`src/rtl/pawc_pkg.sv`:
```
// Shared constants, types and the divider step function for the PPDU airtime
// calculator. No dependencies; every other file of the block imports this package.
package pawc_pkg;

    localparam int LEN_WIDTH      = 12;
    localparam int RATE_W         = 8;
    localparam int DUR_W          = 16;
    // The OFDM dividend 16*B + 44 plus (divisor - 1) fits in LEN_WIDTH + 5 bits.
    localparam int NUM_W          = LEN_WIDTH + 5;
    // The divisor is rate * Tsym, with Tsym at most 16.
    localparam int DEN_W          = RATE_W + 4;
    localparam int BITS_PER_STAGE = 4;
    localparam int DIV_STAGES     = (NUM_W + BITS_PER_STAGE - 1) / BITS_PER_STAGE;
    localparam int TOT_W          = NUM_W + 5;
    localparam int OVH_W          = 8;
    localparam int SHIFT_W        = 3;

    localparam logic [DUR_W-1:0] MAX_DURATION = {DUR_W{1'b1}};

    localparam logic [1:0] CLASS_OFDM  = 2'd0;
    localparam logic [1:0] CLASS_ERP   = 2'd1;
    localparam logic [1:0] CLASS_DSSS  = 2'd2;
    localparam logic [1:0] CLASS_UNSUP = 2'd3;

    localparam logic [1:0] BW_10MHZ = 2'd1;
    localparam logic [1:0] BW_5MHZ  = 2'd2;

    localparam logic [1:0] STATUS_OK        = 2'd0;
    localparam logic [1:0] STATUS_UNSUP     = 2'd1;
    localparam logic [1:0] STATUS_ZERO_RATE = 2'd2;
    localparam logic [1:0] STATUS_SAT       = 2'd3;

    localparam logic [OVH_W-1:0] OVH_OFDM_20 = 8'd20;
    localparam logic [OVH_W-1:0] OVH_OFDM_10 = 8'd40;
    localparam logic [OVH_W-1:0] OVH_OFDM_5  = 8'd80;
    // ERP-OFDM preamble plus header plus the 6 us signal extension.
    localparam logic [OVH_W-1:0] OVH_ERP     = 8'd26;
    localparam logic [OVH_W-1:0] OVH_DSSS_L  = 8'd192;
    localparam logic [OVH_W-1:0] OVH_DSSS_S  = 8'd96;

    localparam logic [SHIFT_W-1:0] SHIFT_TSYM_4  = 3'd2;
    localparam logic [SHIFT_W-1:0] SHIFT_TSYM_8  = 3'd3;
    localparam logic [SHIFT_W-1:0] SHIFT_TSYM_16 = 3'd4;
    localparam logic [SHIFT_W-1:0] SHIFT_NONE    = 3'd0;

    localparam logic [NUM_W-1:0] OFDM_NUM_BIAS = NUM_W'(44);

    // Data that rides alongside the divider.
    typedef struct packed {
        logic [1:0]         status;
        logic [OVH_W-1:0]   ovh;
        logic [SHIFT_W-1:0] shift;
    } side_t;

    // Partial state of the restoring divider.
    typedef struct packed {
        logic [DEN_W-1:0] rem;
        logic [NUM_W-1:0] num;
        logic [NUM_W-1:0] quot;
    } div_state_t;

    // Runs up to BITS_PER_STAGE restoring division steps, MSB of the dividend first.
    function automatic div_state_t div_steps(input div_state_t s, input logic [DEN_W-1:0] den,
                                             input int steps);
        div_state_t     r;
        logic [DEN_W:0] trial;
        r = s;
        for (int j = 0; j < BITS_PER_STAGE; j++) begin
            if (j < steps) begin
                trial = {r.rem, r.num[NUM_W-1]};
                r.num = {r.num[NUM_W-2:0], 1'b0};
                if (trial >= {1'b0, den}) begin
                    r.rem  = DEN_W'(trial - {1'b0, den});
                    r.quot = {r.quot[NUM_W-2:0], 1'b1};
                end
                else begin
                    r.rem  = trial[DEN_W-1:0];
                    r.quot = {r.quot[NUM_W-2:0], 1'b0};
                end
            end
        end
        return r;
    endfunction

endpackage

```
`src/rtl/pawc_div.sv`:
```
// Pipelined restoring divider with a sideband that travels with each item.
// Depends on pawc_pkg for widths, the side_t type and the div_steps function.
module pawc_div
    import pawc_pkg::*;
(
    input  logic             clk,
    input  logic             rst_n,
    input  logic             in_valid,
    output logic             in_ready,
    input  logic [NUM_W-1:0] in_num,
    input  logic [DEN_W-1:0] in_den,
    input  side_t            in_side,
    output logic             out_valid,
    input  logic             out_ready,
    output logic [NUM_W-1:0] out_quot,
    output side_t            out_side
);

    logic             valid_reg   [DIV_STAGES];
    div_state_t       st_reg      [DIV_STAGES];
    logic [DEN_W-1:0] den_reg     [DIV_STAGES];
    side_t            side_reg    [DIV_STAGES];

    logic             src_valid   [DIV_STAGES];
    div_state_t       src_st      [DIV_STAGES];
    logic [DEN_W-1:0] src_den     [DIV_STAGES];
    side_t            src_side    [DIV_STAGES];
    div_state_t       st_next     [DIV_STAGES];
    logic             stage_ready [DIV_STAGES];
    logic             down_ready  [DIV_STAGES];

    for (genvar k = 0; k < DIV_STAGES; k++) begin : g_stage
        localparam int LEFT  = NUM_W - k * BITS_PER_STAGE;
        localparam int STEPS = (LEFT < BITS_PER_STAGE) ? LEFT : BITS_PER_STAGE;

        if (k == 0) begin : g_first
            assign src_valid[k] = in_valid;
            assign src_st[k]    = '{rem: '0, num: in_num, quot: '0};
            assign src_den[k]   = in_den;
            assign src_side[k]  = in_side;
        end
        else begin : g_next
            assign src_valid[k] = valid_reg[k-1];
            assign src_st[k]    = st_reg[k-1];
            assign src_den[k]   = den_reg[k-1];
            assign src_side[k]  = side_reg[k-1];
        end

        if (k == DIV_STAGES - 1) begin : g_last
            assign down_ready[k] = out_ready;
        end
        else begin : g_mid
            assign down_ready[k] = stage_ready[k+1];
        end

        // A stage takes a new item when it is empty or its item moves on.
        assign stage_ready[k] = !valid_reg[k] || down_ready[k];

        always_comb
        begin
            st_next[k] = div_steps(src_st[k], src_den[k], STEPS);
        end

        always_ff @(posedge clk or negedge rst_n)
        begin
            if (!rst_n) begin
                valid_reg[k] <= 1'b0;
            end
            else if (stage_ready[k]) begin
                valid_reg[k] <= src_valid[k];
            end
        end

        always_ff @(posedge clk)
        begin
            if (stage_ready[k] && src_valid[k]) begin
                st_reg[k]   <= st_next[k];
                den_reg[k]  <= src_den[k];
                side_reg[k] <= src_side[k];
            end
        end
    end

    assign in_ready  = stage_ready[0];
    assign out_valid = valid_reg[DIV_STAGES-1];
    assign out_quot  = st_reg[DIV_STAGES-1].quot;
    assign out_side  = side_reg[DIV_STAGES-1];

endmodule

```
`config.mk`:
```
export PLATFORM = sky130hd
export DESIGN_NAME = pawc_div
export DESIGN_NICKNAME = d
export VERILOG_FILES = /design/src/rtl/pawc_pkg.sv /design/src/rtl/pawc_div.sv
export SDC_FILE = /design/constraint.sdc
export NUM_CORES = 1
export LEC_CHECK = 0
export BUFFER_PORTS_ARGS = -buffer_cell sky130_fd_sc_hd__buf_2
export CAP_MARGIN = 10
export CORE_MARGIN = 10
export CORE_UTILIZATION = 54
export DETAILED_ROUTE_END_ITERATION = 7
export GPL_ROUTABILITY_DRIVEN = 0
export HOLD_SLACK_MARGIN = 0.05
export PLACE_DENSITY_LB_ADDON = 0.1
export SLEW_MARGIN = 15
export SYNTH_ARGS = -nofsm -noshare
export SYNTH_HDL_FRONTEND = slang
export SYNTH_SLANG_ARGS = --single-unit
```
`constraint.sdc`:
```
create_clock -name clk -period 9.4 [get_ports clk]
set_clock_uncertainty 0.05 [all_clocks]
set_input_delay 1.88 -clock clk [delete_from_list [all_inputs] [get_ports clk]]
set_output_delay 1.88 -clock clk [all_outputs]
set_load 0.005 [all_outputs]
```
==> impl_metrics.toml, run 1 <==
[run_status]
status = "complete, no violations"

[grt]
gr-max-usage-layer = "met2"
met2_usage = 0.359
grt_overflow = 0
grt_pass1_wl_um = 70600
grtUsageMet3 = 0.0259
antenna_found_initial = 0
groute.usage.overall = 0.212
grt_pass1_vias = 13300
use_met1 = 0.280
grt_max_degree = 55

[placed_design]
dp.cells = 2292
dp_hpwl_um = 35100
portBuffers = 77

[critical_path]
required_ns = 9.65
r2r_setup_slack_ns = 0.32
slowest_stage = "edfxtp_1"
crit_type = "flip-flop to flip-flop"
cp-end-kind = "flip-flop"
cp_max_fo = 12
start_kind = "flip-flop"
worst_ep_arrival_time_ns = 9.33
slowest_delay_ns = 0.45

[finish]
n_antenna_cell = 0
syn_to_final_growth_pct = 15.9
fin_cells = 2366
largest_reg_flops = 133
drive_gt1_frac = 0.218
nNetsFinal = 2151
finish.utilization = 0.631

[yosys]
synth_top_area_frac = 0.407
synth_edf_count = 246
synth_common_cells = "edfxtp_1 (246), ha_1 (194), inv_1 (143), a21oi_1 (131), nor2_1 (110)"
ys_ff_latch = 251
synth_top_area_cell = "edfxtp_1"
synthCells = 1708
async_reset_ff_frac = 0.0199
synth_ff_type = "edfxtp_1"
synth.distinct_cells = 79
synth_area_mm2 = 0.0182
ys_seq_area_frac = 0.413
yosysMostFrequentCell = "edfxtp_1"
syn_nets = 1963
yosys-top-cells-area = "edfxtp_1 (41%), ha_1 (13%), mux2_2 (5.6%)"
ys_warn_count = 0
syn_area_per_cell_um2 = 10.6

[detailed_routing]
wire_per_inst_um = 19.1
totalWireLength_um = 45300
num_vias = 13700
drc_errors = 0
vias_per_cell = 5.80
ant_nets = 0
drt_pass1_iterations = 5
drtIter0Drc = 922

[timing]
hold_ws_ns = 0.359
slew_headroom = 0.329
final.period_utilization = 0.966
timing_hold_violations_final = 0
setup_viol = 0
worst_pin_slew_ns = 1.00
period_needed_ns = 9.08
slew_viol_final = 0
rsz0062_at_grt = "yes"
fmaxAchievable_ghz = 0.110
setup_tns_ns = 0

[cts]
cts.sinks = 251
clockBufferDepth = 3
cts_buffers = 28
cts_tree = "yes"
htreeDepth = 1
clk_latency_ns = 0.57
cts_root_buf = "clkbuf_16"
ctsHoldBuffers = 0
clk_pin_slew_ns = 0.07

[die]
fp.dieH_um = 203
start_util = 0.545
die_w_um = 203
num_rows = 67
ios = 78
design.die.area_mm2 = 0.0414
design.core.area_mm2 = 0.0334

[run]
max_cap_violations = 0

[min_path]
hp-class = "flip-flop to flip-flop"
-- kinds of logic after synthesis --
| kind of cell | Yosys count | synth area share |
|---|---|---|
| buffers and inverters | 178 | 0.0408 |
| DFF | 251 | 0.413 |
| muxes | 122 | 0.0740 |
| xor gates and xnor gates | 120 | 0.0578 |
| AOI/OAI and AO/OA | 399 | 0.144 |
| and+or+nand+nor | 429 | 0.120 |
| adders and majority gates | 209 | 0.150 |
-- timing repair --
action	in CTS	in global routing
hold endpoints to repair	0	0
gates resized for setup	4	83
setup buffers	1	20
endpoints found under the setup margin	23	52
gates cloned	0	1
pin swaps	1	17
-- final cells by class --
class                      instances  area (um2)
timing repair buffer             192        1270
clock inverter                    22         209
clock buffer                      30         708
tap                              448         561
inverter                         144         552
sequential                       251        7510
multi-input combinational       1279       10200
fill                            2731       12300
-- cells in the final DEF (no fill, tap or decap), types with 18 or more instances in the layout --
master,n
o21a_1,30
nor3_1,32
edfxtp_1,246
clkbuf_16,28
buf_2,78
nor2b_1,28
nand2_1,91
nand3_1,31
inv_1,135
nand2b_1,27
xnor2_1,82
xor2_1,38
a21o_1,33
mux2_2,91
o21bai_1,18
nand4_1,29
mux2i_1,20
ha_1,181
o21ai_0,60
nor2_1,109
a21oi_1,122
buf_4,109
-- critical path: cells and delay by family, from the launching register on --
family / cells / cell delay, ns
AOI/OAI and AO/OA: 19 / 4.04
DFF: 1 / 0.45
adders and majority gates: 4 / 1.19
and+or+nand+nor: 8 / 1.20
muxes: 3 / 1.14
buffers and inverters: 5 / 0.72
-- stage by stage --
stage / area [um2] / worst slack, ns
6_report: 21100 / 0.324
5_1_grt: 21100 / -0.126
4_1_cts: 20600 / 0.00963
3_5_place_dp: 19700 / -0.321
3_3_place_gp: 19700 / -0.197
2_1_floorplan: 18200 / 0.000534
-- routing by layer --
metal | part of all wire | vias up
li1 | - | 6729
met1 | 0.45 | 6569
met2 | 0.48 | 349
met3 | 0.050 | 71
met4 | 0.023 | 0
met5 | 0 | -
-- final timing paths --
check                               start        endpoint  cells past startpoint
min                        st_reg[0][138]  st_reg[0][184]                      0
min reg2reg                st_reg[0][138]  st_reg[0][184]                      0
max                         den_reg[0][6]   st_reg[0][87]                     39
max in group asynchronous           rst_n    src_valid[1]                      1
max reg2reg                 den_reg[0][6]   st_reg[0][87]                     39
min in group asynchronous           rst_n       out_valid                      1
Power of run 1 is not shown: default switching activity piles up to over one toggle a cycle in this logic, so the estimate is an artifact.
==> inputs of run 2 (changes only) <==
--- a/config.mk
+++ b/config.mk
@@ -8,11 +8,12 @@
 export BUFFER_PORTS_ARGS = -buffer_cell sky130_fd_sc_hd__buf_2
 export CAP_MARGIN = 10
 export CORE_MARGIN = 10
-export CORE_UTILIZATION = 54
+export CORE_UTILIZATION = 30
 export DETAILED_ROUTE_END_ITERATION = 7
 export GPL_ROUTABILITY_DRIVEN = 0
 export HOLD_SLACK_MARGIN = 0.05
 export PLACE_DENSITY_LB_ADDON = 0.1
+export REMOVE_ABC_BUFFERS = 1
 export SLEW_MARGIN = 15
 export SYNTH_ARGS = -nofsm -noshare
 export SYNTH_HDL_FRONTEND = slang
==> constraint.sdc (replaced) <==
create_clock -name clk -period 10.3 [get_ports clk]
set_clock_uncertainty 0.05 [all_clocks]
set_input_delay 2.06 -clock clk [delete_from_list [all_inputs] [get_ports clk]]
set_output_delay 2.06 -clock clk [all_outputs]
set_load 0.005 [all_outputs]
==> run 2 against run 1 <==
  * Critical path depth is 2 higher
  * Critical path type unchanged
  * Worst setup slack gained 0.35 ns
  * Hold slack lost 0.0028 ns
  * Cell count grew 12%
  * Fmax fell by 5.7%
  * Via count shrank 3.9%
  * Global-route usage shrank 7.1 points
  * Highest routed layer unchanged
  * Die area rose by 71%
  * Core utilization down 28 points
  * Flip-flop and latch count is the same
  * Routed wire length increased by 11%
  * Register-to-register slack better by 0.35 ns
==> impl_metrics.toml, run 2 (synthesis results as in run 1) <==
[cts]
cts_root_buf = "clkbuf_16"
clk_latency_ns = 0.57
cts.sinks = 251
cts_tree = "yes"
clk_pin_slew_ns = 0.06
htreeDepth = 2
clockBufferDepth = 3
ctsHoldBuffers = 0
cts_buffers = 34

[grt]
grt_max_degree = 55
antenna_found_initial = 0
grt_pass1_wl_um = 77400
groute.usage.overall = 0.141
grt_overflow = 0
grt_pass1_vias = 13300

[critical_path]
crit_top_cell = "a21oi_1"
cp-end-kind = "flip-flop"
cp_max_fo = 13
worst_ep_arrival_time_ns = 9.89
crit_type = "flip-flop to flip-flop"
slowest_delay_ns = 0.47
start_kind = "flip-flop"
slowest_stage = "edfxtp_1"
required_ns = 10.56

[timing]
timing_hold_violations_final = 0
period_needed_ns = 9.63
final.period_utilization = 0.935
fmaxAchievable_ghz = 0.104
rsz0062_at_grt = "no"
slew_viol_final = 0
worst_pin_slew_ns = 0.885
setup_viol = 0
setup_tns_ns = 0
slew_headroom = 0.410
setup_ws_ns = 0.672

[die]
start_util = 0.302
num_rows = 90
ios = 78
die_w_um = 266
design.core.area_mm2 = 0.0601
design.die.area_mm2 = 0.0708
fp.dieH_um = 266

[run]
max_cap_violations = 0

[finish]
nNetsFinal = 2098
mostFrequentLayoutCells = "edfxtp_1 (246), ha_1 (193), inv_1 (141)"
n_antenna_cell = 0
final_common_cell = "edfxtp_1"
syn_to_final_growth_pct = 15.2
largest_reg_flops = 133
drive_gt1_frac = 0.171

[detailed_routing]
num_vias = 13200
ant_nets = 0
drc_errors = 0
totalWireLength_um = 50200
drt_pass1_iterations = 5
wire_per_inst_um = 19.0
drtIter0Drc = 623
vias_per_cell = 4.97

[run_status]
status = "complete, no violations"

[min_path]
hp-class = "flip-flop to flip-flop"

[placed_design]
portBuffers = 77
dp_hpwl_um = 39400
dp_slack_ns = 0.228
run 2: worst max-delay path: cells and delay by family (launching register included):
kind | cells | cell delay, ns
multiplexers | 3 | 1.01
AND/OR/NAND/NOR | 8 | 1.55
adder cells (fa/ha/maj) | 4 | 1.30
flip-flops | 1 | 0.47
AO/OA/AOI/OAI | 21 | 4.11
buffers and inverters | 5 | 0.86
run 2: through the flow:
stage,cell area (um2),utilization,hold WS (ns),instances
4_1_cts,20900,0.347,0.345,2648
6_report,20900,0.348,0.357,2650
2_1_floorplan,18000,-,0.350,1674
3_5_place_dp,19800,0.329,0.355,2587
3_3_place_gp,19800,0.329,0.351,2587
5_1_grt,20900,0.348,0.356,2650
run 2: final cells by class:
cell class              count  area [um2]
clock buffers              40         883
inverters                 144         541
repair buffers            133         818
well taps                 782         978
clock inverters            21         238
flip-flops and latches    251        7510
multi-input cells        1279        9970
fillers                  6092       39200
run 2: per-layer routing:
layer / vias to the layer above / wire length [um] / global-route usage
met4: 0 / 1450 / 0.0471
met5: - / 0 / 0
met3: 74 / 1600 / 0.0200
met2: 217 / 24800 / 0.246
met1: 6271 / 22400 / 0.175
li1: 6618 / - / -
run 2: worst paths after layout:
| kind | cells after the start | slack [ns] | start | to |
|---|---|---|---|---|
| worst min register to register | 0 | 0.36 | st_reg[0][149] | st_reg[0][195] |
| worst max-delay path | 41 | 0.67 | den_reg[0][32] | st_reg[0][174] |
| max in group asynchronous | 1 | 8.80 | rst_n | out_valid |
| worst max register to register | 41 | 0.67 | den_reg[0][32] | st_reg[0][174] |
| min in group asynchronous | 1 | 1.25 | rst_n | src_valid[0] |
| worst min-delay path | 0 | 0.36 | st_reg[0][149] | st_reg[0][195] |
run 2: what timing repair did:
item / in CTS / in global routing
setup buffers: 0 / 2
endpoints found under the setup margin: 0 / 37
resized for setup: 0 / 18
Power of run 2 is left out for the same reason.
